File: config.mk
export PLATFORM = sky130hd
export DESIGN_NAME = minmax_normalize_to_byte_core
export DESIGN_NICKNAME = d
export VERILOG_FILES = /design/src/hw/rtl/mmnb_pkg.sv /design/src/hw/rtl/mmnb_ctrl.sv /design/src/hw/rtl/mmnb_dp.sv /design/src/hw/rtl/minmax_normalize_to_byte_core.sv
export SDC_FILE = /design/constraint.sdc
export NUM_CORES = 1
export LEC_CHECK = 0
export ABC_CLOCK_PERIOD_IN_PS = 12100
export BUFFER_PORTS_ARGS = -buffer_cell sky130_fd_sc_hd__buf_2
export CAP_MARGIN = 10
export CORE_ASPECT_RATIO = 0.75
export CORE_MARGIN = 2
export CORE_UTILIZATION = 65
export CTS_BUF_LIST = sky130_fd_sc_hd__clkbuf_4 sky130_fd_sc_hd__clkbuf_8
export DETAILED_ROUTE_END_ITERATION = 8
export GPL_TIMING_DRIVEN = 0
export PLACE_DENSITY = 0.88
export SYNTH_ARGS = -nofsm -noshare
export SYNTH_HDL_FRONTEND = slang
export SYNTH_HIERARCHICAL = 1
export SYNTH_SLANG_ARGS = --single-unit
File: constraint.sdc
create_clock -name i_clk -period 12.1 [get_ports i_clk]
set_input_delay 1.815 -clock i_clk [delete_from_list [all_inputs] [get_ports i_clk]]
set_output_delay 1.815 -clock i_clk [all_outputs]
set_load 0.01 [all_outputs]
File: src/hw/rtl/mmnb_pkg.sv
// ----------------------------------------------------------------------------
// mmnb_pkg
// Shared types and constants for the min/max normalize-to-byte core.
// ----------------------------------------------------------------------------
package mmnb_pkg;

    localparam int FRAC_BITS_DEF = 8;

    localparam int VAL_W   = 32;            // voxel value width
    localparam int PIX_W   = 8;             // pixel width
    localparam int DEN_W   = VAL_W + 1;     // max - min + eps
    localparam int DIV_W   = 42;            // 2*num + den and divisor << 9
    localparam int Q_STEPS = PIX_W + 1;     // quotient bits incl. overflow bit
    localparam int CNT_W   = 4;             // holds Q_STEPS - 1

    localparam logic ACT_MEASURE = 1'b0;
    localparam logic ACT_CONVERT = 1'b1;

    localparam logic MODE_CLAMP   = 1'b0;
    localparam logic MODE_STRETCH = 1'b1;

    // register index (byte address = 4 * index)
    localparam logic REG_MODE = 1'b0;

    typedef enum logic [1:0] {
        S_IDLE,
        S_PREP,
        S_DIV,
        S_WRITE
    } t_state;

    typedef struct packed {
        logic meas;     // update running min/max from the input value
        logic load;     // latch a convert request (clamp pixel, divider operands)
        logic prep;     // build dividend and divisor
        logic step;     // one restoring division step
        logic fin;      // last step: write the stretched pixel
        logic push;     // move the pixel into the output register
    } t_dp_cmd;

    typedef struct packed {
        logic div_last;
        logic out_free;
    } t_dp_sts;

endpackage

File: src/hw/rtl/mmnb_ctrl.sv
// ----------------------------------------------------------------------------
// mmnb_ctrl
// Sequencer: input handshake, division step control, output push.
// ----------------------------------------------------------------------------
module mmnb_ctrl
    import mmnb_pkg::*;
(
    input  logic    i_clk,
    input  logic    i_rst_n,
    input  logic    i_valid,
    input  logic    i_action,
    input  logic    i_mode,
    input  t_dp_sts i_sts,
    output logic    o_ready,
    output t_dp_cmd o_cmd
);

    t_state r_state;
    t_state n_state;
    logic   accept;

    assign accept = i_valid && (r_state == S_IDLE);

    always_ff @(posedge i_clk) begin
        if (!i_rst_n) begin
            r_state <= S_IDLE;
        end else begin
            r_state <= n_state;
        end
    end

    always_comb begin
        n_state = r_state;
        unique case (r_state)
            S_IDLE: begin
                if (accept && (i_action == ACT_CONVERT)) begin
                    n_state = (i_mode == MODE_STRETCH) ? S_PREP : S_WRITE;
                end
            end
            S_PREP: begin
                n_state = S_DIV;
            end
            S_DIV: begin
                if (i_sts.div_last) begin
                    n_state = S_WRITE;
                end
            end
            S_WRITE: begin
                if (i_sts.out_free) begin
                    n_state = S_IDLE;
                end
            end
            default: begin
                n_state = S_IDLE;
            end
        endcase
    end

    always_comb begin
        o_ready   = (r_state == S_IDLE);
        o_cmd     = '0;
        o_cmd.meas = accept && (i_action == ACT_MEASURE);
        o_cmd.load = accept && (i_action == ACT_CONVERT);
        o_cmd.prep = (r_state == S_PREP);
        o_cmd.step = (r_state == S_DIV);
        o_cmd.fin  = (r_state == S_DIV) && i_sts.div_last;
        o_cmd.push = (r_state == S_WRITE) && i_sts.out_free;
    end

    a_div_to_write: assert property (@(posedge i_clk) disable iff (!i_rst_n)
        (r_state == S_DIV && i_sts.div_last) |=> (r_state == S_WRITE))
        else $error("division end did not lead to write");

    a_measure_stays_idle: assert property (@(posedge i_clk) disable iff (!i_rst_n)
        (o_ready && i_valid && i_action == ACT_MEASURE) |=> (r_state == S_IDLE))
        else $error("measure request left idle");

    a_prep_to_div: assert property (@(posedge i_clk) disable iff (!i_rst_n)
        (r_state == S_PREP) |=> (r_state == S_DIV))
        else $error("operand prep did not lead to division");

endmodule

File: src/hw/rtl/mmnb_dp.sv
// ----------------------------------------------------------------------------
// mmnb_dp
// Datapath: running min/max, clamp pixel, radix-2 restoring divider,
// output register.
// ----------------------------------------------------------------------------
module mmnb_dp
    import mmnb_pkg::*;
#(
    parameter int FRAC_BITS = FRAC_BITS_DEF
)
(
    input  logic                    i_clk,
    input  logic                    i_rst_n,
    input  t_dp_cmd                 i_cmd,
    input  logic signed [VAL_W-1:0] i_value,
    input  logic                    i_first,
    input  logic                    i_ready,
    output t_dp_sts                 o_sts,
    output logic                    o_valid,
    output logic [PIX_W-1:0]        o_pixel
);

    // eps = round(0.01 * 2^FRAC_BITS), at least 1
    localparam int unsigned EPS_RAW = ((32'd1 << FRAC_BITS) + 32'd50) / 32'd100;
    localparam int unsigned EPS     = (EPS_RAW == 0) ? 1 : EPS_RAW;

    logic signed [VAL_W-1:0] r_min;
    logic signed [VAL_W-1:0] r_max;
    logic [VAL_W-1:0]        r_d;
    logic [DEN_W-1:0]        r_den;
    logic                    r_zero;
    logic [DIV_W-1:0]        r_rem;
    logic [DIV_W-1:0]        r_dsh;
    logic [Q_STEPS-1:0]      r_q;
    logic [CNT_W-1:0]        r_cnt;
    logic [PIX_W-1:0]        r_pix;
    logic                    r_out_valid;
    logic [PIX_W-1:0]        r_out_pix;

    logic [VAL_W:0]          diff_v;
    logic [VAL_W:0]          diff_hl;
    logic [DEN_W-1:0]        den;
    logic [VAL_W-1:0]        shifted;
    logic [PIX_W-1:0]        clamp_pix;
    logic                    ge;
    logic [Q_STEPS-1:0]      n_q;
    logic [PIX_W-1:0]        stretch_pix;

    assign diff_v  = {i_value[VAL_W-1], i_value} - {r_min[VAL_W-1], r_min};
    assign diff_hl = {r_max[VAL_W-1], r_max} - {r_min[VAL_W-1], r_min};
    assign den     = ((r_max > r_min) ? {1'b0, diff_hl[VAL_W-1:0]} : '0) + DEN_W'(EPS);

    // clamp mode: drop the fraction, saturate to 0..255
    assign shifted   = VAL_W'($unsigned(i_value) >> FRAC_BITS);
    assign clamp_pix = i_value[VAL_W-1] ? '0 :
                       (|shifted[VAL_W-1:PIX_W]) ? '1 : shifted[PIX_W-1:0];

    assign ge          = (r_rem >= r_dsh);
    assign n_q         = {r_q[Q_STEPS-2:0], ge};
    assign stretch_pix = r_zero ? '0 : (n_q[Q_STEPS-1] ? '1 : n_q[PIX_W-1:0]);

    always_ff @(posedge i_clk) begin
        if (!i_rst_n) begin
            r_min <= '0;
            r_max <= '0;
        end else if (i_cmd.meas) begin
            if (i_first) begin
                r_min <= i_value;
                r_max <= i_value;
            end else begin
                if (i_value < r_min) r_min <= i_value;
                if (i_value > r_max) r_max <= i_value;
            end
        end
    end

    always_ff @(posedge i_clk) begin
        if (i_cmd.load) begin
            r_d    <= diff_v[VAL_W-1:0];
            r_zero <= (i_value <= r_min);
            r_den  <= den;
            r_pix  <= clamp_pix;
        end
        if (i_cmd.prep) begin
            // dividend 2*255*d + den, divisor 2*den aligned for 9 quotient bits
            r_rem <= (DIV_W'(r_d) << 9) - (DIV_W'(r_d) << 1) + DIV_W'(r_den);
            r_dsh <= DIV_W'(r_den) << (PIX_W + 1);
            r_q   <= '0;
            r_cnt <= CNT_W'(Q_STEPS - 1);
        end
        if (i_cmd.step) begin
            if (ge) r_rem <= r_rem - r_dsh;
            r_dsh <= r_dsh >> 1;
            r_q   <= n_q;
            r_cnt <= r_cnt - 1'b1;
        end
        if (i_cmd.fin) begin
            r_pix <= stretch_pix;
        end
    end

    always_ff @(posedge i_clk) begin
        if (!i_rst_n) begin
            r_out_valid <= 1'b0;
        end else if (i_cmd.push) begin
            r_out_valid <= 1'b1;
        end else if (i_ready) begin
            r_out_valid <= 1'b0;
        end
    end

    always_ff @(posedge i_clk) begin
        if (i_cmd.push) begin
            r_out_pix <= r_pix;
        end
    end

    assign o_sts.div_last = (r_cnt == '0);
    assign o_sts.out_free = !r_out_valid || i_ready;
    assign o_valid        = r_out_valid;
    assign o_pixel        = r_out_pix;

    a_min_le_max: assert property (@(posedge i_clk) disable iff (!i_rst_n)
        $past(i_cmd.meas) |-> (r_min <= r_max))
        else $error("running min above running max");

    a_below_min_zero: assert property (@(posedge i_clk) disable iff (!i_rst_n)
        (i_cmd.fin && r_zero) |=> (r_pix == '0))
        else $error("value at or below min gave nonzero pixel");

    a_out_hold: assert property (@(posedge i_clk) disable iff (!i_rst_n)
        (o_valid && !i_ready) |=> (o_valid && $stable(o_pixel)))
        else $error("pending pixel dropped or changed while stalled");

endmodule

File: src/hw/rtl/minmax_normalize_to_byte_core.sv
// ----------------------------------------------------------------------------
// minmax_normalize_to_byte_core
// Signed fixed-point voxel values to 8-bit pixels, clamp or min/max stretch.
// ----------------------------------------------------------------------------
//  channel   direction  handshake                 payload
//  input     in         i_valid / o_ready         i_action, i_value, i_first
//  output    out        o_valid / i_ready         o_pixel
//  config    in         psel/penable/pwrite/pready paddr, pwdata, prdata (mode)
//
//  Measure request: updates running min/max, no pixel.
//  Convert, clamp mode: accept, then write to output register.
//  Convert, stretch mode: accept, operand prep, 9 radix-2 restoring
//  division steps, write.
//  Reset (synchronous, active low) clears mode, min, max and all control.
//  A new request is taken while a pixel waits in the output register;
//  a pending pixel only stalls the next convert at its write cycle.
// ----------------------------------------------------------------------------
module minmax_normalize_to_byte_core
    import mmnb_pkg::*;
#(
    parameter int FRAC_BITS = FRAC_BITS_DEF
)
(
    input  logic                    i_clk,
    input  logic                    i_rst_n,
    // input request channel
    input  logic                    i_valid,
    output logic                    o_ready,
    input  logic                    i_action,
    input  logic signed [VAL_W-1:0] i_value,
    input  logic                    i_first,
    // pixel channel
    output logic                    o_valid,
    input  logic                    i_ready,
    output logic [PIX_W-1:0]        o_pixel,
    // configuration port
    input  logic                    psel,
    input  logic                    penable,
    input  logic                    pwrite,
    input  logic [2:0]              paddr,
    input  logic [31:0]             pwdata,
    output logic [31:0]             prdata,
    output logic                    pready
);

    logic    r_mode;
    t_dp_cmd cmd;
    t_dp_sts sts;

    // mode register at byte address 0; paddr[2] selects the register slot
    assign pready = 1'b1;

    always_ff @(posedge i_clk) begin
        if (!i_rst_n) begin
            r_mode <= MODE_CLAMP;
        end else if (psel && penable && pwrite && pready && (paddr[2] == REG_MODE)) begin
            r_mode <= pwdata[0];
        end
    end

    assign prdata = (paddr[2] == REG_MODE) ? {31'b0, r_mode} : '0;

    mmnb_ctrl u_ctrl (
        .i_clk    (i_clk),
        .i_rst_n  (i_rst_n),
        .i_valid  (i_valid),
        .i_action (i_action),
        .i_mode   (r_mode),
        .i_sts    (sts),
        .o_ready  (o_ready),
        .o_cmd    (cmd)
    );

    mmnb_dp #(
        .FRAC_BITS (FRAC_BITS)
    ) u_dp (
        .i_clk    (i_clk),
        .i_rst_n  (i_rst_n),
        .i_cmd    (cmd),
        .i_value  (i_value),
        .i_first  (i_first),
        .i_ready  (i_ready),
        .o_sts    (sts),
        .o_valid  (o_valid),
        .o_pixel  (o_pixel)
    );

endmodule

==> flow_metrics.tcl, run 1 <==
set metrics [dict create \
    nFillCells 2292 \
    cts-root-buf "clkbuf_8" \
    cts_hold_buf 0 \
    grt_first_pass_wirelength_um 85600 \
    ys_ff_latch 246 \
    mostFrequentLayoutCells "inv_1, ha_1, a21oi_1" \
    path_clk_slew_ns 0.06 \
    worst-setup-path-type "flop to flop" \
    period_needed_ns 6.31 \
    critPathBufInv 3 \
    numPortBuffers 53 \
    netlist_area_sq_mm 0.0198 \
    ys.flop_type "edfxtp_1" \
    cts_tree "done" \
    maxSlewHeadroom_pct 27.1 \
    wire_per_inst_um 19.2 \
    cts_htree_levels 2 \
    worstHoldStart "u_dp/r_pix[2]$_DFFE_PP_" \
    synth_enable_flop_cells 135 \
    rsz0062_at_grt "no" \
    critical_path_peak_fanout 10 \
    grt_use_met2_pct 52.8 \
    route.detailed.drc 0 \
    cp-end-kind "flop" \
    setup_viol_count_final 0 \
    finalNetCount 2725 \
    mostFrequentLayoutCell "inv_1" \
    power.leakage_nw 9.40 \
    drtIter0Drc 1731 \
    drv_slew 0 \
    crit_cells 20 \
    worst_pin_slew_ns 1.07 \
    period_share_pct 52.2 \
    power.share.clock_pct 12.3 \
    cp-start-kind "flop" \
    p_comb_share_pct 64.5 \
    rows 55 \
    cts_sinks 246 \
    rrSetupSlack_ns 5.79 \
    switching_power_mw 2.87 \
    ctsResizeCount 0 \
    diodes 0 \
    crit_path_max_incr_delay_ns 0.60 \
    power_density_mw_per_mm2 277 \
    final_layout_size_suffix_gt1_share_pct 8.25 \
    hold_viol 0 \
    finish.utilization_pct 71.6 \
    syn2layout_area_growth_pct 8.59 \
    intPower_mw 3.11 \
    reg2reg_depth 20 \
    drv_cap 0 \
    yosysUniqueCellTypes 92 \
    reg2reg_from "u_dp/r_min[15]$_SDFFE_PN0P_" \
    grt_usage_pct 33.9 \
    min_path_cells 0 \
    grt-ovfl-total 0 \
    crit_family "simple AND/OR/NAND/NOR gates" \
    ys_seq_area_share_pct 31.6 \
    final.setup_skew_ns 0.0243 \
    peakVddDrop_v 0.000128 \
    coreArea_sq_mm 0.0301 \
    ios 119 \
    clock_path_buffers 3 \
    first_pass_iters 8 \
    worstPathRequired_ns 12.42 \
    antenna_found_initial 0 \
    fin_tns_setup_ns 0 \
    grt_pass1_vias 16658 \
    worstPathCellList "inv_1, ha_1, clkbuf_1, a21o_1, a31o_1, a41oi_1, o221ai_1, a21o_1, or3_1, nand2_1, clkbuf_1, nand2b_1, ha_1, nor4_1, nand4_1, a2111oi_1, nand2b_1, nor2_4, nand3_1, xor2_1" \
    fp.dieW_um 206 \
    routed_via_density 6.17 \
    busiest_layer "met2" \
    yosysWarnings 6 \
    die_y_um 155 \
    post_cts_buffers 0 \
    p_sw_share_pct 48.0 \
    grt_use_met3_pct 4.86 \
    clkLatencyLatePin_ns 0.58 \
    hold_path.class "flop to flop" \
    routed_wl_um 55000 \
    max_freq_mhz 158 \
    hpwl_um 43800 \
    syn_inst 2302 \
    avgSynthCellArea_sq_um 8.62 \
    start_util_pct 66.0 \
    async_flop_share_pct 0 \
    slowest_stage "a2111oi_1" \
    gp_congestion 0.976 \
    die-area_sq_mm 0.0319 \
    detail-route-antenna-nets 0 \
    grt_max_degree 54 \
    met1_usage_pct 48.0 \
    reg2reg_to "u_dp/r_den[30]$_DFFE_PP_" \
    cp.arrival_ns 6.64 \
    via_count 17638 \
    status "finished, final reports clean" \
    p_seq_share_pct 23.2 \
    cts_made_buffers 41 \
    hold-path-endpoint "u_dp/o_pixel[2]$_DFFE_PP_" \
]
[sequential cells by signal, indices dropped and copies added, names as in the netlist]
register	cells
u_dp/r_zero	1
u_dp/o_valid	1
u_dp/r_q	8
u_dp/r_d	32
u_dp/r_max	32
u_dp/r_min	32
r_mode	1
u_dp/r_cnt	4
u_dp/r_den	33
u_dp/r_rem	42
u_ctrl/r_state	2
u_dp/r_dsh	42
u_dp/o_pixel	8
u_dp/r_pix	8
[power groups by stage]
stage	clock, mW	sequential, mW	combinational (mW)
floorplan	0	1.34	2.82
global placement	0	1.39	3.57
detailed placement	0	1.40	3.70
CTS	0.742	1.39	3.73
global route	0.776	1.41	4.19
finish	0.733	1.39	3.86
[worst reg2reg max path, cell delays in order, from the launching register on]
cell and delay, ns:
dfxtp_1 0.33, inv_1 0.09, ha_1 0.29, clkbuf_1 0.20
a21o_1 0.22, a31o_1 0.21, a41oi_1 0.32, o221ai_1 0.20
a21o_1 0.29, or3_1 0.45, nand2_1 0.25, clkbuf_1 0.49
nand2b_1 0.18, ha_1 0.28, nor4_1 0.49, nand4_1 0.27
a2111oi_1 0.60, nand2b_1 0.32, nor2_4 0.26, nand3_1 0.14
xor2_1 0.19
[per-stage QoR]
| step | std cells | hold slack [ns] | total power, mW | setup WS [ns] | instance area (sq um) |
|---|---|---|---|---|---|
| 2_1_floorplan | 2332 | 0.400 | 4.16 | 7.12 | 19900 |
| 3_3_place_gp | 2784 | 0.408 | 4.96 | 5.96 | 20700 |
| 3_5_place_dp | 2785 | 0.421 | 5.10 | 5.89 | 20700 |
| 4_1_cts | 2858 | 0.433 | 5.85 | 5.96 | 21500 |
| 5_1_grt | 2859 | 0.435 | 6.38 | 5.58 | 21500 |
| 6_report | 2859 | 0.433 | 5.98 | 5.79 | 21500 |
[kinds of logic after synthesis]
logic type	Yosys count	synth area share [%]
other	2	0.0379
AOI/OAI and AO/OA	599	19.3
muxes	68	3.51
adders and majority gates	219	14.9
and+or+nand+nor	664	16.8
buffers and inverters	357	7.37
DFF	246	31.6
xor gates and xnor gates	147	6.49
[metal layers]
layer	wire, um	vias to the layer above
li1	-	8302
met1	24300	8271
met2	23900	941
met3	4910	124
met4	1840	0
met5	0	-
[layout make-up]
class | instances | area, sq um | share of cell area, %
Timing Repair Buffer | 55 | 305 | 1.42
Tap cell | 399 | 499 | 2.32
Clock buffer | 51 | 652 | 3.03
Sequential cell | 246 | 6280 | 29.1
Buffer | 97 | 485 | 2.25
Clock inverter | 22 | 135 | 0.627
Multi-Input combinational cell | 1729 | 12200 | 56.7
Inverter | 260 | 976 | 4.53
[synth_stat cells (6+ instances only)]
cell | number | area (sq um)
a211oi_1 | 15 | 113
a21boi_0 | 6 | 45.0
a21o_1 | 69 | 518
a21oi_1 | 191 | 956
a221oi_1 | 8 | 70.1
a31oi_1 | 10 | 62.6
and2_1 | 30 | 188
and3_1 | 21 | 131
buf_4 | 32 | 240
clkbuf_1 | 62 | 233
dfxtp_1 | 111 | 2220
edfxtp_1 | 135 | 4050
fa_1 | 28 | 561
ha_1 | 191 | 2390
inv_1 | 259 | 972
mux2_2 | 13 | 146
mux2i_1 | 55 | 551
nand2_1 | 172 | 646
nand2b_1 | 33 | 206
nand3_1 | 71 | 355
nand4_1 | 33 | 206
nor2_1 | 149 | 559
nor2b_1 | 62 | 388
nor3_1 | 27 | 135
nor3b_1 | 7 | 52.6
nor4_1 | 12 | 75.1
o211ai_1 | 17 | 128
o21a_1 | 25 | 188
o21ai_0 | 148 | 741
o21ai_1 | 14 | 70.1
o21bai_1 | 17 | 128
o31a_1 | 9 | 78.8
or2_2 | 6 | 37.5
or3_1 | 9 | 56.3
or4_1 | 6 | 45.0
xnor2_1 | 100 | 876
xor2_1 | 47 | 412
[how the worst max path moves through the flow]
stage / start / to
floorplan: u_dp/r_min[2]$_SDFFE_PN0P_ / u_dp/r_den[30]$_DFFE_PP_
global placement: u_dp/r_min[15]$_SDFFE_PN0P_ / u_dp/r_den[30]$_DFFE_PP_
detailed placement: i_value[17] / u_dp/r_min[30]$_SDFFE_PN0P_
CTS: u_dp/r_min[15]$_SDFFE_PN0P_ / u_dp/r_den[30]$_DFFE_PP_
global route: u_dp/r_min[15]$_SDFFE_PN0P_ / u_dp/r_den[30]$_DFFE_PP_
finish: u_dp/r_min[15]$_SDFFE_PN0P_ / u_dp/r_den[30]$_DFFE_PP_
No activity file was read; power rests on OpenSTA's default activity.
==> run 2, diff against run 1 <==
ABC_CLOCK_PERIOD_IN_PS = 6500   (was 12100)
CORE_UTILIZATION = 64   (was 65)
PLACE_DENSITY = 0.87   (was 0.88)
clock period = 6.5 ns   (was 12.1 ns; I/O delays follow)
==> run 2 against run 1 <==
  * Clock skew increased by 0.012 ns
  * Die area increased by 1.5%
  * Via count rose by 1.3%
  * Flip-flop and latch count is the same
  * Sequential power up 89%
  * First-iteration DRC count is 16% higher
==> flow_metrics.tcl, run 2 (synthesized netlist as in run 1, its figures left out) <==
set metrics [dict create \
    route.detailed.drc 0 \
    ios 119 \
    final_layout_size_suffix_gt1_share_pct 8.50 \
    intPower_mw 5.85 \
    switching_power_mw 5.35 \
    status "finished, final reports clean" \
    fin_tns_setup_ns 0 \
    clock_path_buffers 3 \
    cts_sinks 246 \
    maxSlewHeadroom_pct 27.7 \
    max_freq_mhz 167 \
    start_util_pct 65.4 \
    gp_congestion 1.01 \
    numPortBuffers 53 \
    drv_cap 0 \
    grt-ovfl-total 0 \
    power.leakage_nw 9.41 \
    cts-root-buf "clkbuf_8" \
    crit_path_max_incr_delay_ns 0.58 \
    detail-route-antenna-nets 0 \
    die-area_sq_mm 0.0324 \
    reg2reg_from "u_dp/r_min[15]$_SDFFE_PN0P_" \
    worstPathRequired_ns 6.82 \
    critical_path_peak_fanout 15 \
    routed_wl_um 56100 \
    worstPathCellList "inv_1, ha_1, clkbuf_1, a21o_1, a31o_1, a41oi_1, o221ai_1, a21o_1, or3_1, nand2_1, nand2b_1, ha_1, nor4_1, nand4_1, a2111oi_1, nand2b_1, nor2_4, nand3_1, xor2_1" \
    via_count 17867 \
    cts_hold_buf 0 \
    peakVddDrop_v 0.000254 \
    drtIter0Drc 2013 \
    p_sw_share_pct 47.8 \
    rows 55 \
    cts_made_buffers 40 \
    ctsResizeCount 0 \
    grt_usage_pct 33.6 \
    dpl_cell_area_sq_mm 0.0207 \
    cp-startpoint "u_dp/r_min[15]$_SDFFE_PN0P_" \
    syn2layout_area_growth_pct 8.74 \
    worst_pin_slew_ns 1.06 \
    rsz0062_at_grt "no" \
    period_share_pct 92.3 \
    mostFrequentLayoutCells "inv_1, ha_1, a21oi_1" \
    drv_slew 0 \
    hpwl_um 44500 \
    setup_viol_count_final 0 \
    cp-end-kind "flop" \
    mostFrequentLayoutCell "inv_1" \
    post_cts_buffers 0 \
    die_y_um 156 \
    wire_per_inst_um 19.6 \
    worstHoldStart "u_dp/r_pix[3]$_DFFE_PP_" \
    routed_via_density 6.25 \
    path_clk_slew_ns 0.07 \
    first_pass_iters 6 \
    design_area_sq_mm 0.0216 \
    finalNetCount 2723 \
    p_seq_share_pct 23.5 \
    fp.dieW_um 207 \
    hold_path.class "flop to flop" \
    grt_max_degree 54 \
    p_comb_share_pct 63.9 \
    hold_viol 0 \
    cp-start-kind "flop" \
    diodes 0 \
    clkLatencyLatePin_ns 0.58 \
    top_regs "u_dp/r_dsh x42, u_dp/r_rem x42, u_dp/r_den x33" \
    grt_first_pass_wirelength_um 87300 \
    cp.arrival_ns 6.31 \
    cts_htree_levels 2 \
    grt_pass1_vias 16995 \
    power_density_mw_per_mm2 519 \
    crit_family "simple AND/OR/NAND/NOR gates" \
    worst-setup-path-type "flop to flop" \
    period_needed_ns 6.00 \
    cts_tree "done" \
    power.share.clock_pct 12.6 \
    antenna_found_initial 0 \
    coreArea_sq_mm 0.0303 \
    final.setup_skew_ns 0.0367 \
    critPathBufInv 2 \
    slowest_stage "a2111oi_1" \
]
[run 2: final timing paths]
path                                             endpoint  slack [ns]  depth (start not counted)
worst min-delay path            u_dp/o_pixel[3]$_DFFE_PP_        0.42                          0
worst max register to register   u_dp/r_den[30]$_DFFE_PP_        0.50                         19
worst min register to register  u_dp/o_pixel[3]$_DFFE_PP_        0.42                          0
worst max-delay path             u_dp/r_den[30]$_DFFE_PP_        0.50                         19
[run 2: power groups by stage]
stage / sequential (mW) / clock, mW / combinational (mW)
floorplan: 2.50 / 0 / 5.25
global placement: 2.62 / 0 / 6.59
detailed placement: 2.64 / 0 / 6.87
CTS: 2.62 / 1.43 / 6.92
global route: 2.66 / 1.49 / 7.78
finish: 2.63 / 1.41 / 7.15
[run 2: per-layer routing]
metal / GRT usage (%) / part of all wire [%] / vias to the layer above
met4: 12.1 / 3.6 / 0
met1: 46.1 / 43 / 8432
met2: 53.9 / 44 / 981
li1: - / - / 8292
met5: 0 / 0 / -
met3: 5.60 / 10 / 162
[run 2: metrics by stage]
step	hold WS, ns	cells	setup WS, ns	power [mW]	util [%]
3_3_place_gp	0.407	2784	0.642	9.20	68.3
5_1_grt	0.430	2858	0.176	11.9	71.1
2_1_floorplan	0.400	2332	1.52	7.75	-
4_1_cts	0.421	2858	0.356	11.0	71.0
6_report	0.421	2858	0.502	11.2	71.1
3_5_place_dp	0.407	2785	0.412	9.51	68.3
[run 2: cell type report]
cell class | count | area [sq um]
multi-input cells | 1729 | 12200
fillers | 2313 | 8780
flip-flops and latches | 246 | 6280
inverters | 260 | 976
clock buffers | 56 | 683
well taps | 399 | 499
plain buffers | 96 | 482
repair buffers | 55 | 305
clock inverters | 17 | 138
